`src/rtl/assert_macros.svh`:
```
// Assertion helpers shared by the RTL.
// Checks compile away when SYNTH is defined.
`ifndef ASSERT_MACROS_SVH
`define ASSERT_MACROS_SVH

`ifndef SYNTH

// Clocked check, skipped while reset is high.
`define BBS_ASSERT(label, clk, rst, prop, msg) \
  label: assert property (@(posedge clk) disable iff (rst) prop) else $error(msg);

// Clocked check that also holds during reset.
`define BBS_ASSERT_ALWAYS(label, clk, prop, msg) \
  label: assert property (@(posedge clk) prop) else $error(msg);

`else

`define BBS_ASSERT(label, clk, rst, prop, msg)

`define BBS_ASSERT_ALWAYS(label, clk, prop, msg)

`endif

`endif

```
`src/rtl/bbs_pkg.sv`:
```
`timescale 1ns / 1ps

package bbs_pkg;

  localparam int COORD_W = 10;
  localparam int WIN_W   = 11;
  localparam int SIZE_W  = 12;
  localparam int INDEX_W = 14;
  localparam int DATA_W  = 32;
  localparam int FRAME_W = 2;

  localparam logic [DATA_W-1:0] COLOR_MASK = 32'h00FF_FFFF;

  localparam logic [WIN_W-1:0] WIDTH_RESET  = 11'd640;
  localparam logic [WIN_W-1:0] HEIGHT_RESET = 11'd480;

  // Register select bit of the config port (paddr[2]).
  localparam logic REG_WIDTH  = 1'b0;
  localparam logic REG_HEIGHT = 1'b1;

  typedef enum logic [1:0] {
    FUNC_TEXEL = 2'd0,
    FUNC_DEPTH = 2'd1,
    FUNC_SHADE = 2'd2,
    FUNC_NONE  = 2'd3
  } func_t;

  // Per-transaction context that rides along the pipeline.
  typedef struct packed {
    func_t               func;
    logic                hit;
    logic [FRAME_W-1:0]  frame;
    logic [COORD_W-1:0]  col;
    logic [COORD_W-1:0]  row;
    logic [INDEX_W-1:0]  load_index;
    logic [DATA_W-1:0]   load_data;
  } bbs_tag_t;

endpackage

```
`src/rtl/bbs_div_stage.sv`:
```
`timescale 1ns / 1ps

module bbs_div_stage import bbs_pkg::*; #(
  parameter int NW  = 19,
  parameter int QW  = 6,
  parameter int BIT = 0
) (
  input  logic              clk,
  input  logic              en,
  input  bbs_tag_t          tag_in,
  input  logic [SIZE_W-1:0] size_in,
  input  logic [NW-1:0]     rx_in,
  input  logic [NW-1:0]     ry_in,
  input  logic [QW-1:0]     qx_in,
  input  logic [QW-1:0]     qy_in,
  output bbs_tag_t          tag_out,
  output logic [SIZE_W-1:0] size_out,
  output logic [NW-1:0]     rx_out,
  output logic [NW-1:0]     ry_out,
  output logic [QW-1:0]     qx_out,
  output logic [QW-1:0]     qy_out
);

  logic [NW:0]   dvs;
  logic          fit_x, fit_y;
  logic [NW-1:0] rx_next, ry_next;
  logic [QW-1:0] qx_next, qy_next;

  // one restoring step per lane: try subtracting size << BIT
  always_comb begin
    dvs     = (NW + 1)'(size_in) << BIT;
    fit_x   = {1'b0, rx_in} >= dvs;
    fit_y   = {1'b0, ry_in} >= dvs;
    rx_next = fit_x ? rx_in - dvs[NW-1:0] : rx_in;
    ry_next = fit_y ? ry_in - dvs[NW-1:0] : ry_in;
    qx_next = qx_in;
    qy_next = qy_in;
    qx_next[BIT] = fit_x;
    qy_next[BIT] = fit_y;
  end

  always_ff @(posedge clk) begin
    if (en) begin
      tag_out  <= tag_in;
      size_out <= size_in;
      rx_out   <= rx_next;
      ry_out   <= ry_next;
      qx_out   <= qx_next;
      qy_out   <= qy_next;
    end
  end

endmodule

```
`config.mk`:
```
export PLATFORM = sky130hd
export DESIGN_NAME = bbs_div_stage
export DESIGN_NICKNAME = d
export VERILOG_FILES = /design/src/rtl/assert_macros.svh /design/src/rtl/bbs_pkg.sv /design/src/rtl/bbs_div_stage.sv
export SDC_FILE = /design/constraint.sdc
export NUM_CORES = 1
export LEC_CHECK = 0
export BUFFER_PORTS_ARGS = -buffer_cell sky130_fd_sc_hd__buf_2
export CORE_MARGIN = 1.5
export CORE_UTILIZATION = 47
export DETAILED_ROUTE_END_ITERATION = 6
export PLACE_DENSITY = 0.77
export SLEW_MARGIN = 30
export SYNTH_ARGS = -nofsm -noshare
export SYNTH_HDL_FRONTEND = slang
export SYNTH_SLANG_ARGS = --single-unit
```
`constraint.sdc`:
```
create_clock -name clk -period 3.9 [get_ports clk]
set_input_delay 0.585 -clock clk [delete_from_list [all_inputs] [get_ports clk]]
set_output_delay 0.585 -clock clk [all_outputs]
set_load 0.01 [all_outputs]
```
==> results of run 1 <==
per-stage QoR:
step                cells  cell area, um^2   util  setup WS, ps  hold slack (ps)
floorplan             389             5920      -           955              684
global placement      819             7400  0.609           667              762
detailed placement    819             7400  0.609           568              763
CTS                   851             8010  0.659           992              326
global route          851             8010  0.659           631              330
finish                853             8020  0.659           967              346
cells by family after synthesis:
kind of cell / count (synthesis) / synth area share
AOI/OAI and AO/OA: 77 / 0.0859
muxes: 14 / 0.0315
xor gates and xnor gates: 29 / 0.0429
buffers and inverters: 27 / 0.0260
and+or+nand+nor: 83 / 0.0810
adders and majority gates: 26 / 0.0575
DFF: 133 / 0.675
path summary, 6_finish.rpt:
kind / from / end / slack [ps]
max: rx_in[0] / rx_out[14] / 970
min: tag_in[26] / tag_out[26] / 350
routing by layer:
metal  up-vias  global-route usage  part of all wire
li1       2078                   -                 -
met1      2058               0.267              0.39
met2       166               0.395              0.51
met3        24              0.0617             0.075
met4         0              0.0971             0.025
met5         -                   0                 0
state kept, by name (all words and copies together) (netlist names):
signal    count
rx_out       19
qy_out        6
size_out     12
tag_out      71
qx_out        6
ry_out       19
cell usage after synthesis, types with 3 or more instances:
master    count
edfxtp_1    133
a21oi_1      29
ha_1         24
inv_1        21
nor2_1       20
xnor2_1      18
xor2_1       11
nand2_1      10
mux2_4        8
nand3_1       8
nor3_1        8
o21ai_0       8
nor2b_1       6
a211oi_1      5
a21o_1        5
mux2_2        5
o21a_1        5
nor4_1        4
or3_1         4
a211o_1       3
a31oi_1       3
and2_1        3
buf_6         3
nand4_1       3
cell type report:
class,count,area [um^2],area share
tap,168,210,0.0262
clock buffer,18,429,0.0535
inverter,21,78.8,0.00983
multi-input combinational,229,1770,0.221
timing repair buffer,268,1350,0.169
sequential,133,3990,0.498
clock inverter,14,179,0.0223
antenna,2,5.00,0.000624
power by group:
group / internal [W] / switching (W)
Combinational: 0.000273 / 0.000343
Clock: 0.00101 / 0.000614
Sequential: 0.00174 / 0.0000316
cells in the final DEF (no fill, tap or decap), drive strengths merged, types with 4 or more instances in the layout:
master  Yosys  layout
inv        21      23
nand2      11      11
xor2       11      11
ha         24      24
clkbuf      1      18
a21o        5       5
nor4        5       5
a211o       4       4
edfxtp    133     133
a211oi      5       5
clkinv      0       8
nor2       20      20
nor3        8       8
xnor2      18      18
nor2b       6       6
buf         4     268
mux2       13      13
nand3       8       8
o21ai       8       8
a21oi      29      29
or3         6       6
o21a        5       5
==> results.toml, run 1 <==
[power_and_ir_drop]
p_per_area_mw_per_mm2 = 501
p_total_w = 0.00401
p_leak_nw = 3.48
peakVddDrop_uv = 232

[routing]
drtIter0Drc = 339
drt-total-wl_um = 15200
detail-route-antenna-nets = 0
routed_via_density = 5.07
routedWlPerCell_um = 17.9
drc = 0
dr.pass1.iters = 4
vias = 4326

[synthesis]
ys.flop_type = "edfxtp_1"
syn_inst = 389
synth_top_area_frac = 0.675
syn_area_mm2 = 0.00592
yosysWarnings = 0
synth_seq_cells = 133
seq_area_frac_synth = 0.675
synth.area.top_cells = "edfxtp_1, ha_1, xnor2_1"
synthArstFlopShare = 0
netlist.top_cell.by_area = "edfxtp_1"
synth.distinct_cells = 56
postSynthAreaPerCell_um2 = 15.2
synth-edff-count = 133
syn_nets = 550

[worst_setup_path]
start_kind = "primary input"
worstPathCellList = "buf_2 > inv_1 > ha_1 > inv_1 > fa_1 > a21oi_1 > o21ai_0 > o21a_1 > o41a_1 > a2111oi_0 > xor2_1"
cp.arrival_ps = 3070
max_stage_delay_ps = 540
crit_required_ps = 4040
critPathTopFamily = "compound AO/OA/AOI/OAI gates"
end_kind = "register"
worstSetupPathType = "primary input to register"
cp_slowest_cell = "a2111oi_0"
path_buf_inv = 3
cp_max_fo = 5
path_common_cell = "inv_1"
cp_num_cells = 11

[placed_design]
io_buffers = 265
gp_congestion = 0.823
place_hpwl_um = 11700

[die]
die-area_mm2 = 0.0133
die_w_um = 115
core_mm2 = 0.0122
pin_count = 268
rows = 40
initial_core_util = 0.486
fp.dieH_um = 115

[timing]
rsz0062_at_grt = "no"
setup_violations = 0
worstMarginPinSlew_ps = 703
maxSlewViolCount = 0
fin_crit_sh = 0.752
period_minus_slack_ps = 2930
finalHoldViolCount = 0
relSlewSlack = 0.531
fmax_mhz = 341
tns_ps = 0

[final_layout]
area_growth_syn_to_layout_pct = 35.5
drive_above_1_share = 0.474
fillers = 892
fin_nets = 831

[worst_hold_path]
hold_class = "primary input to register"
hold_depth = 1

[global_route]
grt_overflow = 0
gr-usage-all-layers = 0.228
grt_first_pass_wirelength_um = 22400
grt_pass1_vias = 4298
antenna_found_initial = 0
grt_max_degree = 59

[cts]
h-tree-depth = 4
clk_pin_slew_ps = 60
cts_hold_buf = 0
post-cts-setup-buffer-count = 0
cts_tree = "yes"
ctsLongestPathBuffers = 2
cts_resized = 0
numCtsBuffers = 17
cts.sinks = 133
root_buffer = "clkbuf_16"

[run]
max-cap-violations = 0

[status]
status = "completed"
Note: power is estimated with default switching activity, not from simulation.
==> run 2, diff against run 1 <==
- CORE_UTILIZATION: 47 -> 43
- PLACE_DENSITY: 0.77 -> 0.74
- clock period: 3.9 -> 2.6 ns (I/O delays scaled with it)
==> run 2 against run 1 <==
  * Critical path type unchanged
  * Largest power group unchanged
  * Global-route usage up 0.39 points
  * Power up 52%
  * Sequential power up 50%
  * Highest routed layer is now met5
==> results.toml, run 2 (synthesis results as in run 1) <==
[status]
status = "completed"

[global_route]
grt_overflow = 0
grt_first_pass_wirelength_um = 24800
grt_pass1_vias = 4743
antenna_found_initial = 3
grt_use_met3 = 0.0722
grt_use_met2 = 0.393
met1_usage = 0.265
grt_max_degree = 66
gr-usage-all-layers = 0.232
grt-busiest-layer = "met2"

[routing]
routedWlPerCell_um = 18.1
drt-total-wl_um = 16700
vias = 4683
dr.pass1.iters = 5
detail-route-antenna-nets = 0
routed_via_density = 5.07
drtIter0Drc = 305
drc = 0

[cts]
cts_tree = "yes"
cts_hold_buf = 0
h-tree-depth = 4
ctsLongestPathBuffers = 2
clk_pin_slew_ps = 60
numCtsBuffers = 17
cts.sinks = 133
root_buffer = "clkbuf_16"

[power_and_ir_drop]
peakVddDrop_uv = 396
p_leak_nw = 3.77
p_per_area_mw_per_mm2 = 715

[timing]
fmax_mhz = 411
setup_violations = 0
finalHoldViolCount = 0
maxSlewViolCount = 0
worstMarginPinSlew_ps = 606
relSlewSlack = 0.596
rsz0062_at_grt = "no"
layout_setup_ws_ps = 168
period_minus_slack_ps = 2430
fin_crit_sh = 0.935

[final_layout]
top_register = "tag_out"
fin_nets = 894
largest_register_ffs = 71
final_cell_mix = "buf_2, edfxtp_1, buf_4, a21oi_1, ha_1"
layout_commonest_cell = "buf_2"
stdcell_area_mm2 = 0.00850
top_regs = "tag_out: 71 flops, rx_out: 19 flops, ry_out: 19 flops"
drive_above_1_share = 0.517
area_growth_syn_to_layout_pct = 43.7

[die]
fp.dieH_um = 120
die-area_mm2 = 0.0145
core_mm2 = 0.0133
rows = 42
pin_count = 268
die_w_um = 120
initial_core_util = 0.443

[worst_setup_path]
worstPathCellList = "buf_2 > ha_1 > inv_1 > fa_1 > a21oi_1 > o21ai_1 > o21a_1 > o41a_1 > a2111oi_2 > xor2_1"
start_kind = "primary input"
worstSetupPathType = "primary input to register"
end_kind = "register"
crit_required_ps = 2750
cp_max_fo = 5
max_stage_delay_ps = 460
cp_slowest_cell = "o41a_1"
cp.arrival_ps = 2590

[placed_design]
io_buffers = 265
pre_cts_ws_ps = -309
placed_area_mm2 = 0.00791
gp_congestion = 0.860
place_hpwl_um = 12800

[worst_hold_path]
hold_class = "primary input to register"
hold_end = "tag_out[27]"
hold_depth = 1
hp-start = "tag_in[27]"

[run]
max-cap-violations = 0
-- run 2: cell types whose count changed in the layout (fill, tap and decap cells not counted), moves of 2 or more --
| cell | delta |
|---|---|
| buf_4 | +61 |
| clkinv_4 | -5 |
| clkinv_1 | +3 |
| clkinvlp_4 | +2 |
| inv_6 | +2 |
| inv_8 | -2 |
-- run 2: per-stage QoR --
stage | hold slack (ps) | setup TNS, ps | std cells | total power [W] | utilization
6_report | 144 | 0 | 923 | 0.00608 | 0.637
5_1_grt | 126 | 0 | 923 | 0.00631 | 0.637
4_1_cts | 128 | 0 | 922 | 0.00612 | 0.636
3_5_place_dp | 568 | -5210 | 890 | 0.00373 | 0.592
3_3_place_gp | 567 | -4440 | 890 | 0.00369 | 0.592
2_1_floorplan | 489 | 0 | 389 | 0.00319 | -
-- run 2: worst max-delay path, delay by kind of cell --
| family | cells | cell delay, ps |
|---|---|---|
| XOR/XNOR | 1 | 110 |
| AO/OA/AOI/OAI | 5 | 1280 |
| adder cells (fa/ha/maj) | 2 | 570 |
| buffers and inverters | 2 | 230 |
-- run 2: how the worst max path moves through the flow --
stage	cells after the start	startpoint	slack [ps]	endpoint
floorplan	9	size_in[6]	20	rx_out[10]
detailed placement	10	size_in[0]	-310	rx_out[16]
finish	10	size_in[0]	170	rx_out[14]
CTS	10	size_in[0]	130	rx_out[16]
global route	10	size_in[0]	50	rx_out[16]
global placement	10	size_in[0]	-250	rx_out[16]
-- run 2: final cells by class --
class	instances	area (um^2)
Inverter	21	78.8
Sequential cell	133	3990
Timing Repair Buffer	331	1840
Clock buffer	18	429
Clock inverter	14	156
Antenna cell	1	2.50
Fill cell	1016	4850
Multi-Input combinational cell	229	1780
Tap cell	176	220
-- run 2: repair_timing --
item,4_1_cts,5_1_grt
setup endpoints to repair,0,4
gates resized for setup,0,2
buffers inserted,0,0
-- run 2: routing by layer --
metal / routed length [um] / vias to the layer above
met1: 6280 / 2231
met3: 1410 / 43
met5: 22 / -
met4: 588 / 4
met2: 8440 / 204
li1: - / 2201
-- run 2: power breakdown --
group / leakage, nW / internal, W / switching, W
registers: 1.30 / 0.00261 / 0.0000506
logic: 2.19 / 0.000489 / 0.000549
clock network: 0.279 / 0.00150 / 0.000888
